`src/iatv_pkg.sv`:
```
// Shared types and constants for the address text validator
package iatv_pkg;

  localparam int unsigned FIFO_DEPTH = 4;

  localparam logic [7:0] DOT_CHAR   = 8'h2E;
  localparam logic [7:0] COLON_CHAR = 8'h3A;

  localparam logic [3:0] V4_SECTIONS  = 4'd4;
  localparam logic [3:0] V6_SECTIONS  = 4'd8;
  localparam logic [3:0] COUNT_MAX    = 4'd15;
  localparam logic [2:0] V4_MAX_LEN   = 3'd3;
  localparam logic [2:0] V6_MAX_LEN   = 3'd4;
  localparam logic [2:0] LEN_SAT      = 3'd5;
  localparam logic [9:0] V4_MAX_VALUE = 10'd255;

  localparam logic [1:0] VERDICT_NONE = 2'd0;
  localparam logic [1:0] VERDICT_V4   = 2'd1;
  localparam logic [1:0] VERDICT_V6   = 2'd2;

  typedef enum logic [2:0] {
    CLS_DOT,
    CLS_COLON,
    CLS_DEC,
    CLS_HEX,
    CLS_ALPHA,
    CLS_BAD
  } char_class_t;

  typedef enum logic [1:0] {
    SEP_NONE,
    SEP_DOT,
    SEP_COLON
  } sep_kind_t;

  typedef struct packed {
    char_class_t cls;
    logic [3:0]  digit;
    logic        last;
  } char_item_t;

endpackage

```
`src/iatv_front.sv`:
```
// Front end: takes characters and classifies them into queue entries
module iatv_front import iatv_pkg::*; (
  input  logic       rst_n,
  input  logic       in_valid,
  output logic       in_ready,
  input  logic [7:0] in_char_code,
  input  logic       in_last_char,
  input  logic       q_full,
  output logic       q_push,
  output char_item_t q_item
);

  logic is_dec;
  logic is_lo_hex;
  logic is_up_hex;
  logic is_lo;
  logic is_up;

  assign is_dec    = (in_char_code >= 8'h30) && (in_char_code <= 8'h39);
  assign is_lo     = (in_char_code >= 8'h61) && (in_char_code <= 8'h7A);
  assign is_up     = (in_char_code >= 8'h41) && (in_char_code <= 8'h5A);
  assign is_lo_hex = (in_char_code >= 8'h61) && (in_char_code <= 8'h66);
  assign is_up_hex = (in_char_code >= 8'h41) && (in_char_code <= 8'h46);

  assign in_ready = rst_n && !q_full;
  assign q_push   = in_valid && in_ready;

  always_comb begin
    q_item.digit = in_char_code[3:0];
    q_item.last  = in_last_char;
    if (in_char_code == DOT_CHAR) begin
      q_item.cls = CLS_DOT;
    end else if (in_char_code == COLON_CHAR) begin
      q_item.cls = CLS_COLON;
    end else if (is_dec) begin
      q_item.cls = CLS_DEC;
    end else if (is_lo_hex || is_up_hex) begin
      q_item.cls = CLS_HEX;
    end else if (is_lo || is_up) begin
      q_item.cls = CLS_ALPHA;
    end else begin
      q_item.cls = CLS_BAD;
    end
  end

endmodule

```
`src/iatv_fifo.sv`:
```
// Short queue of classified characters between front and back
module iatv_fifo import iatv_pkg::*; #(
  parameter int unsigned DEPTH = FIFO_DEPTH
) (
  input  logic       clk,
  input  logic       rst_n,
  input  logic       push,
  input  char_item_t push_item,
  output logic       full,
  input  logic       pop,
  output logic       avail,
  output char_item_t head
);

  localparam int unsigned PTR_W = (DEPTH > 1) ? $clog2(DEPTH) : 1;
  localparam int unsigned CNT_W = $clog2(DEPTH + 1);
  localparam logic [PTR_W-1:0] LAST_PTR = PTR_W'(DEPTH - 1);
  localparam logic [CNT_W-1:0] FULL_CNT = CNT_W'(DEPTH);

  char_item_t       mem_r [DEPTH];
  logic [PTR_W-1:0] wr_ptr_r, wr_ptr_nxt;
  logic [PTR_W-1:0] rd_ptr_r, rd_ptr_nxt;
  logic [CNT_W-1:0] cnt_r, cnt_nxt;

  assign full  = (cnt_r == FULL_CNT);
  assign avail = (cnt_r != '0);
  assign head  = mem_r[rd_ptr_r];

  always_comb begin
    wr_ptr_nxt = wr_ptr_r;
    rd_ptr_nxt = rd_ptr_r;
    cnt_nxt    = cnt_r;
    if (push) begin
      wr_ptr_nxt = (wr_ptr_r == LAST_PTR) ? '0 : wr_ptr_r + 1'b1;
    end
    if (pop) begin
      rd_ptr_nxt = (rd_ptr_r == LAST_PTR) ? '0 : rd_ptr_r + 1'b1;
    end
    if (push && !pop) begin
      cnt_nxt = cnt_r + 1'b1;
    end else if (pop && !push) begin
      cnt_nxt = cnt_r - 1'b1;
    end
  end

  always_ff @(posedge clk) begin
    if (!rst_n) begin
      wr_ptr_r <= '0;
      rd_ptr_r <= '0;
      cnt_r    <= '0;
    end else begin
      wr_ptr_r <= wr_ptr_nxt;
      rd_ptr_r <= rd_ptr_nxt;
      cnt_r    <= cnt_nxt;
    end
  end

  always_ff @(posedge clk) begin
    if (push) begin
      mem_r[wr_ptr_r] <= push_item;
    end
  end

endmodule

```
`src/iatv_back.sv`:
```
// Back end: section state update, verdict and output register
module iatv_back import iatv_pkg::*; (
  input  logic       clk,
  input  logic       rst_n,
  input  logic       q_avail,
  input  char_item_t q_head,
  output logic       q_pop,
  output logic       out_valid,
  input  logic       out_ready,
  output logic [1:0] out_verdict
);

  typedef struct packed {
    logic       bad;
    logic [3:0] count;
  } fin_t;

  function automatic fin_t finish(input sep_kind_t kind, input logic [2:0] len,
                                  input logic [9:0] val, input logic lz,
                                  input logic nd, input logic nh,
                                  input logic [3:0] cnt);
    logic       good;
    logic [3:0] limit;
    logic [3:0] inc;
    fin_t       res;
    good  = 1'b0;
    limit = '0;
    case (kind)
      SEP_DOT: begin
        good  = (len >= 3'd1) && (len <= V4_MAX_LEN) && !((len > 3'd1) && lz) &&
                !nd && (val <= V4_MAX_VALUE);
        limit = V4_SECTIONS;
      end
      SEP_COLON: begin
        good  = (len >= 3'd1) && (len <= V6_MAX_LEN) && !nh;
        limit = V6_SECTIONS;
      end
      default: begin
        good  = 1'b0;
        limit = '0;
      end
    endcase
    inc       = (cnt == COUNT_MAX) ? cnt : cnt + 4'd1;
    res.bad   = !good || (inc > limit);
    res.count = inc;
    return res;
  endfunction

  sep_kind_t  sep_r, sep_nxt;
  logic [3:0] count_r, count_nxt;
  logic [2:0] len_r, len_nxt;
  logic [9:0] value_r, value_nxt;
  logic       lz_r, lz_nxt;
  logic       nd_r, nd_nxt;
  logic       nh_r, nh_nxt;
  logic       failed_r, failed_nxt;
  logic       out_valid_r, out_valid_nxt;
  logic [1:0] verdict_r, verdict_nxt;
  logic [1:0] verdict_c;

  assign q_pop       = q_avail && (!q_head.last || !out_valid_r || out_ready);
  assign out_valid   = out_valid_r;
  assign out_verdict = verdict_r;

  always_comb begin
    sep_kind_t kind;
    fin_t      fin;
    kind       = SEP_NONE;
    fin        = '0;
    sep_nxt    = sep_r;
    count_nxt  = count_r;
    len_nxt    = len_r;
    value_nxt  = value_r;
    lz_nxt     = lz_r;
    nd_nxt     = nd_r;
    nh_nxt     = nh_r;
    failed_nxt = failed_r;
    verdict_c  = VERDICT_NONE;

    if (!failed_r) begin
      case (q_head.cls)
        CLS_DOT, CLS_COLON: begin
          kind = (q_head.cls == CLS_DOT) ? SEP_DOT : SEP_COLON;
          if ((sep_r != SEP_NONE) && (sep_r != kind)) begin
            failed_nxt = 1'b1;
          end else begin
            sep_nxt = kind;
            fin     = finish(kind, len_r, value_r, lz_r, nd_r, nh_r, count_r);
            if (fin.bad) begin
              failed_nxt = 1'b1;
            end else begin
              count_nxt = fin.count;
              len_nxt   = '0;
              value_nxt = '0;
              lz_nxt    = 1'b0;
              nd_nxt    = 1'b0;
              nh_nxt    = 1'b0;
            end
          end
        end
        CLS_DEC, CLS_HEX, CLS_ALPHA: begin
          if (len_r == 3'd0) begin
            lz_nxt = (q_head.cls == CLS_DEC) && (q_head.digit == 4'd0);
          end
          if (q_head.cls != CLS_DEC) begin
            nd_nxt = 1'b1;
          end else if (len_r < V4_MAX_LEN) begin
            value_nxt = (value_r << 3) + (value_r << 1) + {6'd0, q_head.digit};
          end
          if (q_head.cls == CLS_ALPHA) begin
            nh_nxt = 1'b1;
          end
          if (len_r < LEN_SAT) begin
            len_nxt = len_r + 3'd1;
          end
        end
        default: begin
          failed_nxt = 1'b1;
        end
      endcase
    end

    if (q_head.last) begin
      if (!failed_nxt) begin
        fin = finish(sep_nxt, len_nxt, value_nxt, lz_nxt, nd_nxt, nh_nxt, count_nxt);
        if (!fin.bad) begin
          if ((sep_nxt == SEP_DOT) && (fin.count == V4_SECTIONS)) begin
            verdict_c = VERDICT_V4;
          end else if ((sep_nxt == SEP_COLON) && (fin.count == V6_SECTIONS)) begin
            verdict_c = VERDICT_V6;
          end
        end
      end
      sep_nxt    = SEP_NONE;
      count_nxt  = '0;
      len_nxt    = '0;
      value_nxt  = '0;
      lz_nxt     = 1'b0;
      nd_nxt     = 1'b0;
      nh_nxt     = 1'b0;
      failed_nxt = 1'b0;
    end
  end

  always_comb begin
    out_valid_nxt = out_valid_r;
    verdict_nxt   = verdict_r;
    if (q_pop && q_head.last) begin
      out_valid_nxt = 1'b1;
      verdict_nxt   = verdict_c;
    end else if (out_ready) begin
      out_valid_nxt = 1'b0;
    end
  end

  always_ff @(posedge clk) begin
    if (!rst_n) begin
      sep_r       <= SEP_NONE;
      count_r     <= '0;
      len_r       <= '0;
      value_r     <= '0;
      lz_r        <= 1'b0;
      nd_r        <= 1'b0;
      nh_r        <= 1'b0;
      failed_r    <= 1'b0;
      out_valid_r <= 1'b0;
    end else begin
      out_valid_r <= out_valid_nxt;
      if (q_pop) begin
        sep_r    <= sep_nxt;
        count_r  <= count_nxt;
        len_r    <= len_nxt;
        value_r  <= value_nxt;
        lz_r     <= lz_nxt;
        nd_r     <= nd_nxt;
        nh_r     <= nh_nxt;
        failed_r <= failed_nxt;
      end
    end
  end

  always_ff @(posedge clk) begin
    verdict_r <= verdict_nxt;
  end

endmodule

```
`src/ip_address_text_validator.sv`:
```
// Address text validator: one character per transaction in, one verdict per string out.
// The block takes one character per clock and returns one verdict per string, on the
// transaction that carries the last character. The front end classifies each character
// and writes it into a small queue (DEPTH entries); the back end pops one entry a cycle,
// updates the section state and loads the verdict into an output register. Sustained
// rate is one character per cycle; out_valid rises once the last character has passed
// the queue and the output register. Only a held verdict blocks the back end, and
// only on the next string's last character; the queue then fills with that character and
// DEPTH-1 more before in_ready drops. Verdicts: 0 neither, 1 valid IPv4, 2 valid IPv6.
module ip_address_text_validator import iatv_pkg::*; #(
  parameter int unsigned DEPTH = FIFO_DEPTH
) (
  input  logic       clk,
  input  logic       rst_n,
  input  logic       in_valid,
  output logic       in_ready,
  input  logic [7:0] in_char_code,
  input  logic       in_last_char,
  output logic       out_valid,
  input  logic       out_ready,
  output logic [1:0] out_verdict
);

  logic       q_full;
  logic       q_push;
  logic       q_pop;
  logic       q_avail;
  char_item_t q_in;
  char_item_t q_head;

  iatv_front u_front (
    .rst_n        (rst_n),
    .in_valid     (in_valid),
    .in_ready     (in_ready),
    .in_char_code (in_char_code),
    .in_last_char (in_last_char),
    .q_full       (q_full),
    .q_push       (q_push),
    .q_item       (q_in)
  );

  iatv_fifo #(
    .DEPTH (DEPTH)
  ) u_fifo (
    .clk       (clk),
    .rst_n     (rst_n),
    .push      (q_push),
    .push_item (q_in),
    .full      (q_full),
    .pop       (q_pop),
    .avail     (q_avail),
    .head      (q_head)
  );

  iatv_back u_back (
    .clk         (clk),
    .rst_n       (rst_n),
    .q_avail     (q_avail),
    .q_head      (q_head),
    .q_pop       (q_pop),
    .out_valid   (out_valid),
    .out_ready   (out_ready),
    .out_verdict (out_verdict)
  );

endmodule

```
`config.mk`:
```
export PLATFORM = sky130hd
export DESIGN_NAME = ip_address_text_validator
export DESIGN_NICKNAME = d
export VERILOG_FILES = /design/src/iatv_pkg.sv /design/src/iatv_front.sv /design/src/iatv_fifo.sv /design/src/iatv_back.sv /design/src/ip_address_text_validator.sv
export SDC_FILE = /design/constraint.sdc
export NUM_CORES = 1
export LEC_CHECK = 0
export ABC_CLOCK_PERIOD_IN_PS = 5700
export BUFFER_PORTS_ARGS = -buffer_cell sky130_fd_sc_hd__buf_4
export CAP_MARGIN = 20
export CORE_MARGIN = 2
export CORE_UTILIZATION = 50
export DETAILED_ROUTE_END_ITERATION = 16
export PLACE_DENSITY = 0.67
export SLEW_MARGIN = 20
export SYNTH_ARGS = -nofsm -noshare
export SYNTH_HDL_FRONTEND = slang
export SYNTH_HIERARCHICAL = 1
export SYNTH_SLANG_ARGS = --single-unit
```
`constraint.sdc`:
```
create_clock -name clk -period 5.7 [get_ports clk]
set_clock_uncertainty 0.1 [all_clocks]
set_input_delay 0.285 -clock clk [delete_from_list [all_inputs] [get_ports clk]]
set_output_delay 0.285 -clock clk [all_outputs]
set_load 0.1 [all_outputs]
```
==> impl_metrics.yaml, run 1 <==
status:
  status: "completed"
power_and_ir_drop:
  power_switching_uw: 776
  p_total_mw: 1.78
  p_int_mw: 1.01
  p_seq_share_pct: 34.7
  power_leakage_nw: 1.74
  p_comb_share_pct: 45.4
  p_per_area_mw_per_mm2: 378
  pwr-share-clk_pct: 19.8
  ir_drop_v: 0.000211
  switching_share_pct: 43.5
clock_network:
  htreeDepth: 3
  hold_buffers: 0
  cts_tree: "built"
  cts_root_buf: "clkbuf_8"
  numCtsBuffers: 9
  clockBufferDepth: 2
  cts_sinks: 67
  worstSkewPairLatency_ns: 0.34
  cts.clk_slew.worst_paths_ns: 0.08
synth:
  avgSynthCellArea_sq_um: 10.2
  ys_ff_latch: 67
  synth_ff_type: "edfxtp_1"
  seq_area_frac_synth_pct: 38.4
  synthCells: 430
  post-synth-top-area-cell: "edfxtp_1"
  syn_area_sq_mm: 0.00437
  synth_edf_count: 34
  mappedNetlistNets: 478
  synthTopCellsByCount: "34 x edfxtp_1, 33 x dfxtp_1, 33 x nor2b_1"
  yosysUniqueCellTypes: 76
  ys_top_cells_by_area: "edfxtp_1 23%, dfxtp_1 15%, ha_1 9.2%"
  synth_top_area_share_pct: 23.3
  synthArstFlopShare_pct: 0
  yosysMostFrequentCell: "edfxtp_1"
  yosysWarnings: 6
cells_and_area:
  n_fill_cell: 752
  syn2layout_area_growth_pct: 7.75
  postLayoutCoreUtil_pct: 54.8
  nets: 489
  fin_area_sq_mm: 0.00471
  antennaDiodeCount: 0
  multiInputGateArea_sq_mm: 0.00247
  drive_gt1_share_pct: 14.8
  seqCellArea_sq_mm: 0.00168
route:
  drc: 0
  viasPerCell: 5.92
  first_iter_violations: 237
  wire_per_inst_um: 16.7
  via_count: 3281
  first_pass_iters: 5
  drt-total-wl_um: 9260
  drtAntennaViolNets: 0
floorplanning:
  io_pins: 17
  rows: 34
  start_util_pct: 50.9
  die_h_um: 97.5
  core_sq_mm: 0.00859
  design.die.area_sq_mm: 0.00951
  chipWidth_um: 97.5
worst_hold_path:
  min_path_type: "in2reg"
timing:
  totalNegativeSetupSlack_ns: 0
  final_hold_viol_count: 0
  tightest_slew_ns: 0.849
  slew_headroom_pct: 43.3
  fmax_mhz: 189
  post-route-period-util_pct: 92.9
  final-max-slew-violation-count: 0
  rsz0062_at_grt: "no"
  setup_viol: 0
  min_period_ns: 5.29
setup_path:
  worst_setup_path_end_kind: "flip-flop"
  worstPathCellList: "mux4_2 -> nor3_4 -> ha_1 -> a21oi_1 -> o21ai_4 -> nor4b_4 -> mux2_2 -> ha_1 -> xnor2_1 -> nor3_1 -> o2bb2ai_1 -> a221o_1 -> ha_1 -> a21oi_1 -> nor4_1 -> nand3_1 -> nor2b_1 -> o2111a_1"
  crit_path_start_kind: "flip-flop"
  slowest_stage: "mux4_2"
  critPathBufInv: 0
  crit_type: "reg2reg"
  crit_fanout: 9
  worstPathRequired_ns: 5.82
  slowest_delay_ns: 0.67
  cpMostUsedCell: "ha_1"
  arrival_ns: 5.41
  cp_top_family: "simple AND/OR/NAND/NOR gates"
placement:
  io_buffers: 16
  dp_hpwl_um: 6820
  placed_cell_area_sq_mm: 0.00452
  gp_congestion: 0.878
grt:
  grt_pass1_wl_um: 15700
  grt_max_degree: 32
  antenna_found_initial: 0
  grt_pass1_vias: 3269
  grt_overflow: 0
  grt_util_all_layers_pct: 20.5
flow_run:
  drv_cap: 0
[cell type report]
| cell class | instances | area share [%] |
|---|---|---|
| clock buffer | 9 | 2.63 |
| tap | 108 | 2.87 |
| multi-input combinational | 317 | 52.4 |
| inverter | 25 | 1.99 |
| timing repair buffer | 21 | 3.34 |
| clock inverter | 7 | 1.06 |
| sequential | 67 | 35.7 |
[state kept, by name (all words and copies together) (netlist names), named ones only]
name,count
u_fifo/rd_ptr_r,2
u_back/count_r,4
u_back/sep_r,2
u_back/out_valid,1
u_fifo/wr_ptr_r,2
u_back/nd_r,1
u_back/nh_r,1
u_back/lz_r,1
u_back/value_r,10
u_back/out_verdict,2
u_back/failed_r,1
u_back/len_r,3
u_fifo/mem_r,32
u_fifo/cnt_r,3
[final timing paths]
check                  startpoint                     to  slack, ns  cells after the start
setup / recovery        flip-flop  u_back/out_verdict[1]       0.41                     18
hold / removal       in_last_char     u_fifo/mem_r[0][0]       0.04                      1
setup reg to reg        flip-flop  u_back/out_verdict[1]       0.41                     18
hold reg to reg   u_fifo/cnt_r[2]        u_fifo/cnt_r[2]       0.40                      2
[stage by stage]
| stage | worst slack [ns] | instances | hold WS (ns) |
|---|---|---|---|
| final | 0.406 | 554 | 0.0394 |
| after global routing | 0.0473 | 554 | 0.0132 |
| after CTS | 0.369 | 551 | 0.0157 |
| after detailed placement | 0.407 | 535 | 0.392 |
| after global placement | 0.593 | 535 | 0.378 |
| after floorplan | 0.827 | 430 | 0.307 |
[routing by layer]
| layer | track usage (%) | vias to the layer above | share of wire, % |
|---|---|---|---|
| li1 | - | 1607 | - |
| met1 | 25.8 | 1568 | 44 |
| met2 | 34.6 | 94 | 50 |
| met3 | 5.54 | 12 | 4.9 |
| met4 | 6.20 | 0 | 1.2 |
| met5 | 0 | - | 0 |
[repair_timing]
item / 4_1_cts / 5_1_grt
buffers inserted: 0 / 3
gates resized for setup: 0 / 1
endpoints found under the setup margin: 0 / 2
[placed cells by master (no fill, tap or decap), types with 4 or more instances in the layout]
cell type / n
edfxtp_1: 34
nor2b_1: 33
ha_1: 32
dfxtp_1: 32
nor2_1: 31
nand2_1: 23
inv_1: 23
buf_4: 21
a22oi_1: 17
a21oi_1: 16
nor3_1: 12
o21ai_0: 10
clkbuf_8: 9
mux2i_1: 9
and2_1: 9
nand3_1: 8
mux4_2: 8
xnor2_1: 7
a211oi_1: 6
o21ai_1: 5
or3_1: 4
xor2_1: 4
a31oi_1: 4
nand3b_1: 4
nand2b_1: 4
o21a_1: 4
[power by group through the flow]
stage | logic [mW] | registers [mW] | clock network (mW)
6_report | 0.809 | 0.619 | 0.354
5_1_grt | 0.888 | 0.627 | 0.388
4_1_cts | 0.794 | 0.619 | 0.366
3_5_place_dp | 0.788 | 0.631 | 0
3_3_place_gp | 0.775 | 0.626 | 0
2_1_floorplan | 0.597 | 0.650 | 0
[cells by family after synthesis]
family | share of synthesized area (%)
compound gates | 15.9
xor+xnor | 2.20
fa+ha+maj | 10.5
buf+inv | 5.09
flops | 38.4
mux | 7.21
simple gates | 20.6
Note: power is estimated with default switching activity, not from simulation.
==> run 2: changes to the inputs <==
SYNTH_HIERARCHICAL = not set   (was 1)
==> run 2 against run 1 <==
Net effect:
- critical path depth rose by 3
- largest power group unchanged
- design area fell by 3.2%
- global-route usage shrank 0.072 points
- wire length decreased by 9.6%
- combinational power decreased by 5.9%
- die area shrank 4.7%
- sequential share of layout area is 1.2 points higher
- non-clock buffer count unchanged
- total power fell by 0.12%
- final cell count shrank 3.6%
==> impl_metrics.yaml, run 2 <==
timing:
  post-route-period-util_pct: 90.6
  setup_viol: 0
  slew_headroom_pct: 55.6
  final_hold_viol_count: 0
  min_period_ns: 5.17
  fmax_mhz: 194
  whs_ns: 0.0454
  rsz0062_at_grt: "no"
  tightest_slew_ns: 0.662
  final-max-slew-violation-count: 0
  totalNegativeSetupSlack_ns: 0
route:
  wire_per_inst_um: 15.7
  via_count: 3122
  drc: 0
  first_iter_violations: 145
  viasPerCell: 5.85
  first_pass_iters: 4
  drtAntennaViolNets: 0
  drt-total-wl_um: 8370
clock_network:
  worstSkewPairLatency_ns: 0.34
  numCtsBuffers: 9
  clockBufferDepth: 2
  cts_root_buf: "clkbuf_8"
  htreeDepth: 3
  cts.clk_slew.worst_paths_ns: 0.07
  cts_sinks: 67
  cts_tree: "built"
  hold_buffers: 0
synth:
  synthArstFlopShare_pct: 0
  synth_top_family_by_area: "compound AO/OA/AOI/OAI gates"
  synthCells: 404
  mappedNetlistNets: 452
  yosys.area_share.simple_pct: 16.5
  avgSynthCellArea_sq_um: 10.3
  seq_area_frac_synth_pct: 40.4
  ys_top_cells_by_area: "edfxtp_1 25%, dfxtp_1 16%, ha_1 9.6%"
  post-synth-top-area-cell: "edfxtp_1"
  synth_compound_area_share_pct: 18.7
  syn_area_sq_mm: 0.00416
  yosysUniqueCellTypes: 68
  synthTopCellsByCount: "34 x edfxtp_1, 33 x dfxtp_1, 32 x ha_1"
  synth_edf_count: 34
  synthAdderAreaFrac_pct: 11.1
  synth_xor_area_share_pct: 2.53
  synth_top_area_share_pct: 24.5
  synth_ff_type: "edfxtp_1"
  ys_ff_latch: 67
  yosysMostFrequentCell: "edfxtp_1"
  yosysWarnings: 0
  synthMuxAreaShare_pct: 6.28
cells_and_area:
  largest-register: "u_fifo.mem_r"
  final_common_cell: "edfxtp_1"
  fin_area_sq_mm: 0.00456
  antennaDiodeCount: 0
  drive_gt1_share_pct: 14.0
  syn2layout_area_growth_pct: 9.68
  top_regs: "u_fifo.mem_r: 32 flops, u_back.value_r: 10 flops, u_back.count_r: 4 flops"
  nets: 473
  final_cell_mix: "34 x edfxtp_1, 32 x ha_1, 31 x dfxtp_1"
  postLayoutCoreUtil_pct: 56.1
  largest_reg_flops: 32
flow_run:
  drv_cap: 0
setup_path:
  crit_type: "reg2reg"
  crit_fanout: 8
  worstPathCellList: "mux4_2 -> nor3_4 -> ha_1 -> a21oi_1 -> a31oi_2 -> a211oi_4 -> nand2_1 -> mux2_2 -> ha_1 -> xnor2_1 -> o32ai_1 -> a211o_2 -> ha_1 -> nand2_1 -> o21ai_0 -> nand3b_1 -> inv_1 -> o221ai_1 -> nor4_1 -> a32oi_1 -> nor4b_2"
  slowest_delay_ns: 0.62
  crit_path_start_kind: "flip-flop"
  worst_setup_path_end_kind: "flip-flop"
  cpMostUsedCell: "ha_1"
  slowest_stage: "mux4_2"
  arrival_ns: 5.24
  worstPathRequired_ns: 5.77
floorplanning:
  start_util_pct: 51.2
  io_pins: 17
  chipWidth_um: 95.2
  rows: 33
  core_sq_mm: 0.00813
  die_h_um: 95.2
  design.die.area_sq_mm: 0.00907
power_and_ir_drop:
  power_switching_uw: 731
  ir_drop_v: 0.000223
  pwr-share-clk_pct: 21.6
  p_per_area_mw_per_mm2: 390
  power_leakage_nw: 1.72
  p_seq_share_pct: 35.6
  switching_share_pct: 41.1
  p_comb_share_pct: 42.8
  p_int_mw: 1.05
placement:
  io_buffers: 16
  gp_congestion: 0.879
  dp_hpwl_um: 6240
  placed_cell_area_sq_mm: 0.00435
grt:
  grt_pass1_vias: 3069
  grt_pass1_wl_um: 14400
  grt_util_all_layers_pct: 20.5
  antenna_found_initial: 0
  grt_max_degree: 31
  grt_overflow: 0
status:
  status: "completed"
worst_hold_path:
  min_path_type: "in2reg"
==> run 2: changes by cell type after synthesis, sizes merged, moves of 9 or more <==
cell | previous run | this run
nor2 | 32 | 22
buf | 13 | 4
nor2b | 33 | 23
a21oi | 16 | 28
==> run 2: logic make-up (layout without fill, tap and decap cells) <==
family,Yosys count,in the layout
muxes,14,14
DFF,67,67
AOI/OAI and AO/OA,115,115
and+or+nand+nor,123,123
xor gates and xnor gates,12,12
buffers and inverters,38,63
adders and majority gates,35,35
==> run 2: repair_timing <==
action                     4_1_cts  5_1_grt
gates resized for setup          0        3
setup buffers                    0        2
setup endpoints to repair        0        2
==> run 2: worst max-delay path: cells and delay by family (launching register included) <==
| kind | cells | cell delay, ns |
|---|---|---|
| AOI/OAI and AO/OA | 8 | 1.36 |
| and+or+nand+nor | 6 | 1.09 |
| muxes | 2 | 0.93 |
| adders and majority gates | 3 | 0.84 |
| DFF | 1 | 0.44 |
| xor gates and xnor gates | 1 | 0.16 |
| buffers and inverters | 1 | 0.07 |
==> run 2: layout make-up <==
type                       count  area (sq um)
clock inverter                 6          66.3
clock buffer                   9           124
multi-input combinational    299          2300
fill                         713          3570
timing repair buffer          21           158
inverter                      27           101
tap                          105           131
sequential                    67          1680
==> run 2: final timing paths <==
kind              cells after the start  slack (ns)                    end          startpoint
setup reg to reg                     21        0.53  u_back.out_verdict[1]           flip-flop
hold / removal                        1        0.05     u_fifo.mem_r[0][0]        in_last_char
setup / recovery                     21        0.53  u_back.out_verdict[1]           flip-flop
hold reg to reg                       2        0.40              flip-flop  u_fifo.rd_ptr_r[1]
==> run 2: layer usage <==
layer | track usage [%] | wire length, um | vias up
met5 | 0 | 0 | -
met4 | 7.25 | 170 | 0
li1 | - | - | 1555
met1 | 26.7 | 3860 | 1482
met3 | 4.11 | 367 | 18
met2 | 33.9 | 3980 | 67
==> run 2: metrics by stage <==
step / total power [mW] / setup WS (ns) / instances
after floorplan: 1.22 / 0.724 / 404
after global routing: 1.91 / 0.0502 / 534
after detailed placement: 1.39 / 0.260 / 517
after global placement: 1.37 / 0.462 / 517
final: 1.78 / 0.533 / 534
after CTS: 1.77 / 0.246 / 532
==> run 2: power groups by stage <==
stage / sequential, mW / clock, mW / combinational [mW]
2_1_floorplan: 0.663 / 0 / 0.552
3_3_place_gp: 0.640 / 0 / 0.731
3_5_place_dp: 0.644 / 0 / 0.744
4_1_cts: 0.633 / 0.393 / 0.746
5_1_grt: 0.645 / 0.413 / 0.850
6_report: 0.634 / 0.384 / 0.761
==> run 3: changes to the inputs <==
ABC_CLOCK_PERIOD_IN_PS = 5800   (was 5700)
clock period = 5.8 ns   (was 5.7 ns; I/O delays follow)
==> run 3 against run 2 <==
Net effect:
- critical path depth did not move
- final cell count fell by 0.19%
- total power fell by 1.4%
- setup slack got worse by 0.071 ns
- worst hold slack improved by 0.0034 ns
- maximum frequency fell by 3.2%
- largest power group unchanged
==> impl_metrics.yaml, run 3 (synthesis results as in run 2) <==
clock_network:
  cts.clk_slew.worst_paths_ns: 0.07
  htreeDepth: 3
  worstSkewPairLatency_ns: 0.35
  cts_resized: 0
  clockBufferDepth: 2
  cts_root_buf: "clkbuf_8"
  post_cts_buffers: 0
  cts_tree: "built"
  cts_sinks: 67
  numCtsBuffers: 9
  hold_buffers: 0
status:
  status: "completed"
timing:
  slew_headroom_pct: 53.2
  whs_ns: 0.0488
  setup_viol: 0
  fmax_mhz: 187
  tightest_slew_ns: 0.698
  min_period_ns: 5.34
  post-route-period-util_pct: 92.0
  final-max-slew-violation-count: 0
  final_hold_viol_count: 0
route:
  viasPerCell: 5.89
  wire_per_inst_um: 16.3
  first_iter_violations: 169
  drt-total-wl_um: 8710
  drtAntennaViolNets: 0
  drc: 0
  first_pass_iters: 4
  via_count: 3138
cells_and_area:
  largest_reg_flops: 32
  final_common_cell: "edfxtp_1"
  n_fill_cell: 708
  top_regs: "u_fifo.mem_r: 32 flops, u_back.value_r: 10 flops, u_back.count_r: 4 flops"
  antennaDiodeCount: 0
  fin_area_sq_mm: 0.00455
  drive_gt1_share_pct: 13.1
  nets: 471
  largest-register: "u_fifo.mem_r"
  final_cell_mix: "34 x edfxtp_1, 33 x dfxtp_1, 32 x ha_1"
  syn2layout_area_growth_pct: 9.32
setup_path:
  crit_fanout: 8
  crit_path_start_kind: "flip-flop"
  worstPathRequired_ns: 5.87
  crit_type: "reg2reg"
  slowest_stage: "mux4_2"
  r2r_cells: 21
  cpMostUsedCell: "ha_1"
  r2r_slack_ns: 0.46
  arrival_ns: 5.41
  worstPathCellList: "mux4_2 -> nor3_4 -> ha_1 -> a21oi_1 -> a31oi_2 -> a211oi_4 -> nand2_1 -> mux2_2 -> ha_1 -> xnor2_1 -> o32ai_1 -> a211o_2 -> ha_1 -> nand2_1 -> o21ai_0 -> nand3b_1 -> inv_1 -> o221ai_1 -> nor4_1 -> a32oi_1 -> nor4b_2"
  slowest_delay_ns: 0.65
  worst_setup_path_end_kind: "flip-flop"
floorplanning:
  core_sq_mm: 0.00813
  chipWidth_um: 95.2
  start_util_pct: 51.2
  die_h_um: 95.2
  rows: 33
  io_pins: 17
  design.die.area_sq_mm: 0.00907
power_and_ir_drop:
  p_per_area_mw_per_mm2: 386
  p_total_mw: 1.75
  ir_drop_v: 0.000272
  power_leakage_nw: 1.72
placement:
  gp_congestion: 0.867
  dp_hpwl_um: 6500
  io_buffers: 16
  placed_cell_area_sq_mm: 0.00435
worst_hold_path:
  hold_depth: 1
  min_from: "in_last_char"
  min_path_type: "in2reg"
grt:
  antenna_found_initial: 0
  grt_pass1_wl_um: 14300
  grt_util_all_layers_pct: 20.6
  grt_pass1_vias: 3033
  grt_max_degree: 31
  grt_overflow: 0
flow_run:
  drv_cap: 0
run 3: changes by cell type in the layout (fill, tap and decap cells not counted), sizes merged:
cell	previous run	this run
clkinvlp	3	1
buf	21	19
clkinv	1	3
clkbuf	9	10
run 3: per-stage QoR:
stage	TNS [ns]	worst slack [ns]	util (%)	std cells
3_3_place_gp	0	0.561	53.5	517
4_1_cts	0	0.323	55.9	533
2_1_floorplan	0	0.824	-	404
5_1_grt	-0.0714	-0.0520	55.9	533
6_report	0	0.462	55.9	533
3_5_place_dp	0	0.378	53.5	517
run 3: path summary, 6_finish.rpt:
path	to
worst min register to register	u_fifo.wr_ptr_r[1]
worst max-delay path	u_back.out_verdict[0]
worst min-delay path	u_fifo.mem_r[3][0]
worst max register to register	u_back.out_verdict[0]
run 3: final cells by class:
type | count | area [sq um] | area share, %
Multi-Input combinational cell | 299 | 2300 | 50.6
Sequential cell | 67 | 1680 | 37.0
Timing Repair Buffer | 19 | 143 | 3.14
Tap cell | 105 | 131 | 2.89
Clock buffer | 10 | 128 | 2.81
Inverter | 27 | 101 | 2.23
Clock inverter | 6 | 65.1 | 1.43
run 3: metal layers:
metal / wire [um] / global-route usage (%) / part of all wire (%)
met5: 0 / 0 / 0
met4: 150 / 7.13 / 1.7
met3: 396 / 4.82 / 4.5
met2: 4250 / 33.9 / 49
met1: 3920 / 26.6 / 45
run 3: worst max-delay path: cells and delay by family (launching register included):
| family | cells | cell delay, ns |
|---|---|---|
| multiplexers | 2 | 0.96 |
| adder cells (fa/ha/maj) | 3 | 0.85 |
| XOR/XNOR | 1 | 0.16 |
| flip-flops | 1 | 0.53 |
| buffers and inverters | 1 | 0.07 |
| AO/OA/AOI/OAI | 8 | 1.40 |
| AND/OR/NAND/NOR | 6 | 1.10 |
run 3: power by group:
group          switching (mW)  internal (mW)  total, mW  leakage, nW
Combinational           0.478          0.268      0.746         1.05
Clock                   0.184          0.199      0.383       0.0966
Sequential             0.0655          0.559      0.624        0.575
